### config.mk
export PLATFORM = sky130hd
export DESIGN_NAME = http_version_recognizer_top
export DESIGN_NICKNAME = d
export VERILOG_FILES = /design/src/rtl/hvr_pkg.sv /design/src/rtl/hvr_step.sv /design/src/rtl/http_version_recognizer_top.sv
export SDC_FILE = /design/constraint.sdc
export NUM_CORES = 1
export LEC_CHECK = 0
export BUFFER_PORTS_ARGS = -buffer_cell sky130_fd_sc_hd__clkbuf_2
export CAP_MARGIN = 20
export CORE_AREA = 2 2 133 96
export DETAILED_ROUTE_END_ITERATION = 8
export DIE_AREA = 0 0 135 98
export GPL_TIMING_DRIVEN = 0
export PLACE_DENSITY = 0.77
export SYNTH_ARGS = -nofsm -noshare
export SYNTH_HDL_FRONTEND = slang
export SYNTH_SLANG_ARGS = --single-unit
### constraint.sdc
create_clock -name aclk -period 5.1 [get_ports aclk]
set_clock_uncertainty 0.05 [all_clocks]
set_input_delay 0.255 -clock aclk [delete_from_list [all_inputs] [get_ports aclk]]
set_output_delay 0.255 -clock aclk [all_outputs]
set_load 0.02 [all_outputs]
### src/rtl/hvr_pkg.sv
`timescale 1ns / 1ps

package hvr_pkg;

    localparam int NUMBER_WIDTH = 16;
    localparam int OUT_WIDTH    = 16;
    localparam int ACC_WIDTH    = NUMBER_WIDTH + 4;
    localparam int WIDE_WIDTH   = 33;

    localparam logic [NUMBER_WIDTH-1:0] NUM_MAX = {NUMBER_WIDTH{1'b1}};
    localparam logic [OUT_WIDTH-1:0]    OUT_MAX = {OUT_WIDTH{1'b1}};

    localparam logic [7:0] CHAR_H     = 8'h48;
    localparam logic [7:0] CHAR_T     = 8'h54;
    localparam logic [7:0] CHAR_P     = 8'h50;
    localparam logic [7:0] CHAR_SLASH = 8'h2F;
    localparam logic [7:0] CHAR_DOT   = 8'h2E;
    localparam logic [7:0] CHAR_CR    = 8'h0D;
    localparam logic [7:0] CHAR_LF    = 8'h0A;
    localparam logic [7:0] CHAR_ZERO  = 8'h30;
    localparam logic [7:0] CHAR_NINE  = 8'h39;

    typedef logic [NUMBER_WIDTH-1:0] number_t;
    typedef logic [ACC_WIDTH-1:0]    acc_t;
    typedef logic [WIDE_WIDTH-1:0]   wide_t;
    typedef logic [OUT_WIDTH-1:0]    out_number_t;

    typedef enum logic [3:0] {
        PH_H1    = 4'd0,
        PH_T1    = 4'd1,
        PH_T2    = 4'd2,
        PH_P     = 4'd3,
        PH_SLASH = 4'd4,
        PH_MAJ0  = 4'd5,
        PH_MAJ   = 4'd6,
        PH_MIN0  = 4'd7,
        PH_MIN   = 4'd8,
        PH_CR    = 4'd9,
        PH_DONE  = 4'd10,
        PH_ERR   = 4'd11
    } phase_t;

    typedef enum logic [1:0] {
        ST_PARSING  = 2'd0,
        ST_COMPLETE = 2'd1,
        ST_ERROR    = 2'd2
    } status_t;

    typedef struct packed {
        phase_t  phase;
        number_t major_value;
        number_t minor_value;
    } parse_state_t;

    localparam parse_state_t STATE_RESET = '{
        phase:       PH_H1,
        major_value: '0,
        minor_value: '0
    };

    function automatic logic is_digit(input logic [7:0] b);
        return (b >= CHAR_ZERO) && (b <= CHAR_NINE);
    endfunction

    function automatic number_t accumulate(input number_t v, input logic [3:0] d);
        acc_t wv;
        acc_t n;
        wv = acc_t'(v);
        n  = (wv << 3) + (wv << 1) + acc_t'(d);
        return (n > acc_t'(NUM_MAX)) ? NUM_MAX : n[NUMBER_WIDTH-1:0];
    endfunction

    function automatic out_number_t clip_out(input number_t v);
        wide_t w;
        w = wide_t'(v);
        return (w > wide_t'(OUT_MAX)) ? OUT_MAX : w[OUT_WIDTH-1:0];
    endfunction

    function automatic status_t phase_status(input phase_t ph);
        if (ph == PH_DONE) begin
            return ST_COMPLETE;
        end else if (ph == PH_ERR) begin
            return ST_ERROR;
        end
        return ST_PARSING;
    endfunction

endpackage

### src/rtl/hvr_step.sv
`timescale 1ns / 1ps

module hvr_step (
    input  hvr_pkg::parse_state_t state_in,
    input  logic [7:0]            byte_in,
    input  logic                  restart,
    output hvr_pkg::parse_state_t state_out
);

    hvr_pkg::parse_state_t cur;
    logic                  dig;
    logic [3:0]            dval;

    assign cur  = restart ? hvr_pkg::STATE_RESET : state_in;
    assign dig  = hvr_pkg::is_digit(byte_in);
    assign dval = byte_in[3:0];

    always_comb begin
        state_out = cur;
        unique case (cur.phase)
            hvr_pkg::PH_H1: begin
                state_out.phase = (byte_in == hvr_pkg::CHAR_H) ? hvr_pkg::PH_T1 : hvr_pkg::PH_ERR;
            end
            hvr_pkg::PH_T1: begin
                state_out.phase = (byte_in == hvr_pkg::CHAR_T) ? hvr_pkg::PH_T2 : hvr_pkg::PH_ERR;
            end
            hvr_pkg::PH_T2: begin
                state_out.phase = (byte_in == hvr_pkg::CHAR_T) ? hvr_pkg::PH_P : hvr_pkg::PH_ERR;
            end
            hvr_pkg::PH_P: begin
                state_out.phase = (byte_in == hvr_pkg::CHAR_P) ? hvr_pkg::PH_SLASH
                                                               : hvr_pkg::PH_ERR;
            end
            hvr_pkg::PH_SLASH: begin
                state_out.phase = (byte_in == hvr_pkg::CHAR_SLASH) ? hvr_pkg::PH_MAJ0
                                                                   : hvr_pkg::PH_ERR;
            end
            hvr_pkg::PH_MAJ0: begin
                if (dig) begin
                    state_out.major_value = hvr_pkg::number_t'(dval);
                    state_out.phase       = hvr_pkg::PH_MAJ;
                end else begin
                    state_out.phase = hvr_pkg::PH_ERR;
                end
            end
            hvr_pkg::PH_MAJ: begin
                if (dig) begin
                    state_out.major_value = hvr_pkg::accumulate(cur.major_value, dval);
                end else if (byte_in == hvr_pkg::CHAR_DOT) begin
                    state_out.phase = hvr_pkg::PH_MIN0;
                end else begin
                    state_out.phase = hvr_pkg::PH_ERR;
                end
            end
            hvr_pkg::PH_MIN0: begin
                if (dig) begin
                    state_out.minor_value = hvr_pkg::number_t'(dval);
                    state_out.phase       = hvr_pkg::PH_MIN;
                end else begin
                    state_out.phase = hvr_pkg::PH_ERR;
                end
            end
            hvr_pkg::PH_MIN: begin
                if (dig) begin
                    state_out.minor_value = hvr_pkg::accumulate(cur.minor_value, dval);
                end else if (byte_in == hvr_pkg::CHAR_CR) begin
                    state_out.phase = hvr_pkg::PH_CR;
                end else if (byte_in == hvr_pkg::CHAR_LF) begin
                    state_out.phase = hvr_pkg::PH_DONE;
                end else begin
                    state_out.phase = hvr_pkg::PH_ERR;
                end
            end
            hvr_pkg::PH_CR: begin
                state_out.phase = (byte_in == hvr_pkg::CHAR_LF) ? hvr_pkg::PH_DONE
                                                                : hvr_pkg::PH_ERR;
            end
            hvr_pkg::PH_DONE: begin
                state_out.phase = hvr_pkg::PH_DONE;
            end
            default: begin
                state_out.phase = hvr_pkg::PH_ERR;
            end
        endcase
    end

endmodule

### src/rtl/http_version_recognizer_top.sv
`timescale 1ns / 1ps

// channel   ports                                       role
// s_        s_valid s_ready s_byte_in s_restart         one byte of the version token
// m_        m_valid m_ready m_status m_major_number     one result per byte
//           m_minor_number
//
// one byte per cycle while s_ready is high; each result is registered at acceptance
// the parse state and the result register update together at the input beat
// aresetn (synchronous) returns the parser to expecting H with both numbers zero
// s_ready stays high while the result register is empty or being drained,
// so a stall on m_ only holds s_ for as long as m_ready is low

module http_version_recognizer_top (
    input  logic        aclk,
    input  logic        aresetn,
    input  logic        s_valid,
    output logic        s_ready,
    input  logic [7:0]  s_byte_in,
    input  logic        s_restart,
    output logic        m_valid,
    input  logic        m_ready,
    output logic [1:0]  m_status,
    output logic [15:0] m_major_number,
    output logic [15:0] m_minor_number
);

    hvr_pkg::parse_state_t state_reg;
    hvr_pkg::parse_state_t state_next;
    logic                  m_valid_reg;
    hvr_pkg::status_t      status_reg;
    hvr_pkg::out_number_t  major_reg;
    hvr_pkg::out_number_t  minor_reg;
    logic                  s_beat;

    assign s_ready = !m_valid_reg || m_ready;
    assign s_beat  = s_valid && s_ready;

    hvr_step u_step (
        .state_in  (state_reg),
        .byte_in   (s_byte_in),
        .restart   (s_restart),
        .state_out (state_next)
    );

    always_ff @(posedge aclk) begin
        if (!aresetn) begin
            state_reg   <= hvr_pkg::STATE_RESET;
            m_valid_reg <= 1'b0;
        end else begin
            if (s_beat) begin
                state_reg   <= state_next;
                m_valid_reg <= 1'b1;
            end else if (m_ready) begin
                m_valid_reg <= 1'b0;
            end
        end
    end

    // result payload
    always_ff @(posedge aclk) begin
        if (s_beat) begin
            status_reg <= hvr_pkg::phase_status(state_next.phase);
            major_reg  <= hvr_pkg::clip_out(state_next.major_value);
            minor_reg  <= hvr_pkg::clip_out(state_next.minor_value);
        end
    end

    assign m_valid        = m_valid_reg;
    assign m_status       = status_reg;
    assign m_major_number = major_reg;
    assign m_minor_number = minor_reg;

endmodule
Word-level counts from Yosys, hierarchy flattened
Cells that the tools add are included.

Add/subtract/negate cells: 4. $lt $le $gt $ge: 4. Equal/unequal tests: 19. Multiplexer cells: 29. Bitwise logic cells: 1. Reductions and logical operators: 7.

Operators by type and width (number): two-way mux 16 bit (6); case mux 16 bit (2 select lines) (2); case mux 4 bit (11 select lines) (1); adder 19 x 17 -> 20 bit (2); adder 20 x 4 -> 20 bit (2); > comparator 20 x 16 -> 1 bit (second input constant) (2); two-way mux 4 bit (10); two-way mux 36 bit (1); == test 8 x 7 -> 1 bit (second input constant) (3); == test 4 bit (second input constant) (5); == test 4 x 3 -> 1 bit (second input constant) (4); == test 8 x 4 -> 1 bit (second input constant) (2); == test 8 x 6 -> 1 bit (second input constant) (2); == test 4 x 2 -> 1 bit (second input constant) (2); greater-or-equal comparator 8 x 6 -> 1 bit (second input constant) (1); <= comparator 8 x 6 -> 1 bit (second input constant) (1); two-way mux 1 bit (7); == test 4 x 1 -> 1 bit (second input constant) (1); logical NOT 4 bit (1); two-way mux 2 bit (2); logical AND 1 bit (2); nonzero test 2 bit (1); OR reduction 2 bit (1); logical NOT 1 bit (1); 2 further kinds (2).

Register bits after elaboration: 71. Output and inout bits: 36.

Depth between registers and ports, before layout
Depth after elaboration: 11. Gate-level depth with buffers: 17. Depth with buffers taken out: 13.

By module
Synthesis repeated with hierarchy kept, for this count alone.

Cells, all modules: 657. Area total of the unflattened synthesis: 5753.0 sq um.

By module, submodules not included: hvr_step (instances 1, cells an instance 459, area an instance 3198.1 sq um, sequential area each 0.0 sq um); http_version_recognizer_top (instances 1, cells an instance 198, area an instance 2555.0 sq um, sequential area each 1761.7 sq um).

Worst setup path before layout
Ideal clock, no wire load.

Kind: in2reg. Start: in s_restart. End: reg major_reg[3] (netlist: m_major_number[3]), data pin. Library setup time: 0.264 ns. Data arrival time: 3.905 ns. Data required time: 4.786 ns. Path slack: 0.882 ns. Stages: 16. Path buffers: 6. Cell sequence: buf_2 > clkbuf_1 > clkbuf_1 > clkbuf_1 > nor2b_1 > ha_1 > ha_1 > o211ai_1 > or4_1 > o22ai_1 > mux2_1 > a221o_1 > buf_6 > buf_6 > o41ai_2 > a21oi_1.

RTL lines: start: declaration (line http_version_recognizer_top.sv:20) `input logic s_restart,`; end signal: assignment (line http_version_recognizer_top.sv:64) `major_reg <= hvr_pkg::clip_out(state_next.major_value);`; end: declaration (line http_version_recognizer_top.sv:32) `hvr_pkg::out_number_t major_reg;`.

==> reports/metrics.yaml <==
die:
  core_area_um2: 12100
  start_util_pct: 48.8
  ios: 49
  die_h_um: 98
  core.rowCount: 34
  die_w_um: 135
  die_area_um2: 13200
clock_tree:
  numCtsBuffers: 9
  postCtsHoldBufs: 0
  clock_latency_ns: 0.35
  cts_tree: "yes"
  cts_resized: 0
  clkSinkCount: 71
  post_cts_buffers: 0
  clk_pin_slew_ns: 0.06
  cts_root_buffer: "clkbuf_16"
  clock_path_buffers: 2
  htree_num_levels: 3
critical_path:
  slowest_delay_ns: 0.50
  cp_slowest_cell: "or4_1"
  rrSetupSlack_ns: 1.04
  crit_path_end_kind: "flop"
  critPathBufInv: 6
  arrival_ns: 4.88
  startpoint_type: "input pin"
  cp_max_fo: 10
  crit_type: "input pin to flop"
  reg2reg_to: "m_major_number[9]$_DFFE_PP_"
  critPathRequiredTime_ns: 5.11
  r2r-start: "state_reg[17]$_SDFFE_PN0P_"
  cp_cell_sequence: "buf_2, clkbuf_1, clkbuf_2, clkbuf_1, nor2b_1, ha_1, ha_1, nor3_1, or4_1, o22ai_1, mux2_1, a221o_1, buf_6, buf_6, nor2_2, a31oi_1"
  r2r_cells: 12
  cp_top_family: "buffers and inverters"
power:
  comb_power_share_pct: 10.3
  sequentialPowerShare_pct: 42.6
  switching_power_mw: 0.370
  ir_drop_v: 0.000180
  switching_share_pct: 25.4
  p_per_area_nw_per_um2: 218
  pwr-share-clk_pct: 47.0
  p_int_mw: 1.08
  leakage_nw: 2.77
route:
  routedWlPerCell_um: 18.9
  ant_nets: 0
  drt-pass1-iter-count: 5
  viasPerCell: 6.38
  drtIter0Drc: 599
  drcViolationCount: 0
  drt-total-wl_mm: 17.4
  dr_total_vias: 5857
timing:
  worst_slew_pin_slew_ns: 0.888
  setup_tns_ns: 0
  fin_crit_sh_pct: 95.6
  hold_slack_ns: 0.0974
  drv_slew: 0
  hold_viol: 0
  period_minus_slack_ns: 4.88
  rsz0062_at_grt: "no"
  setup_violations: 0
  fmaxAchievable_mhz: 205
  slew_headroom_pct: 40.0
grt:
  grt_start_max_net_pins: 31
  antenna_found_initial: 0
  grt_usage_pct: 26.6
  grt_first_pass_wirelength_mm: 28.0
  busiest_layer: "met2"
  gr-usage-met2_pct: 39.0
  grt_util_met1_pct: 38.9
  grt_pass1_vias: 5556
  grt.overflow.total: 0
  use_met3_pct: 6.28
synth:
  synth_edf_count: 34
  syn-cell-area_um2: 5890
  yosys_most_used_dff: "dfxtp_1"
  netlist.area_leader.share_pct: 17.3
  avgSynthCellArea_um2: 8.49
  ys_seq_area_share_pct: 29.9
  synthTopCellsByArea: "edfxtp_1 (17%), ha_1 (13%), dfxtp_1 (13%)"
  async_flop_share_pct: 0
  synth_cell_type_count: 76
  synth-seq-cells: 71
  syn_nets: 771
  yosysTopAreaCell: "edfxtp_1"
  synth-warning-count: 0
  postSynthCellCount: 694
finish:
  drive_above_1_share_pct: 12.2
  final_core_util_pct: 55.2
  nets: 828
  largest_reg_flops: 36
  syn_to_final_growth_pct: 13.1
  stdcell_count: 918
  antenna_cells: 0
placement:
  dpl.hpwl_mm: 13.2
  gp_congestion: 0.929
  portBuffers: 45
  dpl.cell_count: 902
hold_path:
  hold_class: "input pin to flop"
  hold_depth: 3
  holdCritStartpoint: "s_valid"
  whs_endpoint: "m_valid$_SDFFE_PN0P_"
run_status:
  status: "completed"
job:
  max_cap_viol_count: 0
==> area by class of cell <==
cell class	count	area (um2)
flip-flops and latches	71	1760
repair buffers	46	245
plain buffers	36	164
clock inverters	7	97.6
clock buffers	9	225
fillers	1103	5420
inverters	19	71.3
multi-input cells	568	3900
well taps	162	203
==> worst max-delay path by stage <==
stage | startpoint | endpoint | depth (start not counted)
6_report | s_restart | m_major_number[14]$_DFFE_PP_ | 16
5_1_grt | s_restart | m_major_number[14]$_DFFE_PP_ | 16
4_1_cts | s_restart | m_major_number[14]$_DFFE_PP_ | 16
3_5_place_dp | s_restart | m_major_number[14]$_DFFE_PP_ | 16
3_3_place_gp | s_restart | m_major_number[0]$_DFFE_PP_ | 16
2_1_floorplan | s_restart | m_major_number[3]$_DFFE_PP_ | 16
==> cells by family after synthesis <==
family / synth area share, %
AO/OA/AOI/OAI: 28.4
buffers and inverters: 3.95
flip-flops: 29.9
AND/OR/NAND/NOR: 19.4
multiplexers: 0.361
XOR/XNOR: 4.14
adder cells (fa/ha/maj): 13.8
==> cells in the final DEF (no fill, tap or decap), drive strengths merged, types with 4 or more instances in the layout <==
master  instances
a211oi          6
a21o           10
a21oi          55
a22oi          23
a311oi          7
a31oi          11
and2            5
and3            7
buf            11
clkbuf         80
clkinv          4
dfxtp          37
edfxtp         34
ha             62
inv            18
nand2          61
nand2b          9
nand3          15
nand4           7
nor2           48
nor2b          33
nor3           17
nor4            7
o211ai          7
o21a            7
o21ai          71
o21bai          6
o22ai           9
o41ai           4
xnor2          15
xor2           12
==> stage by stage <==
stage | setup slack (ns) | power (mW) | cell area, um2
floorplan | 0.882 | 0.726 | 5890
global placement | -0.0253 | 0.771 | 6320
detailed placement | -0.136 | 0.777 | 6340
CTS | 0.172 | 1.45 | 6660
global route | 0.0491 | 1.49 | 6670
finish | 0.224 | 1.45 | 6670
==> worst register-to-register path: cells and delay by family (launching register included) <==
kind | cells | cell delay (ns)
AOI/OAI and AO/OA | 5 | 1.15
adders and majority gates | 3 | 0.97
and+or+nand+nor | 2 | 0.73
DFF | 1 | 0.34
buffers and inverters | 1 | 0.28
xor gates and xnor gates | 1 | 0.24
==> cell usage after synthesis (all sizes together), types with 17 or more instances <==
cell,n
a21oi,55
dfxtp,37
ha,62
inv,18
nor2,48
nor2b,33
nand2,61
nor3,17
o21ai,71
clkbuf,26
edfxtp,34
a22oi,23
==> layer usage <==
layer | vias to the layer above | share of wire, %
li1 | 2735 | -
met5 | - | 0
met1 | 2749 | 46
met3 | 29 | 11
met2 | 344 | 42
met4 | 0 | 1.4
==> power by group through the flow <==
stage	sequential, mW	combinational [mW]	clock (mW)
floorplan	0.650	0.0762	0
global placement	0.632	0.139	0
detailed placement	0.632	0.145	0
CTS	0.620	0.146	0.689
global route	0.622	0.161	0.708
finish	0.620	0.150	0.683
No activity file was read; power rests on OpenSTA's default activity.
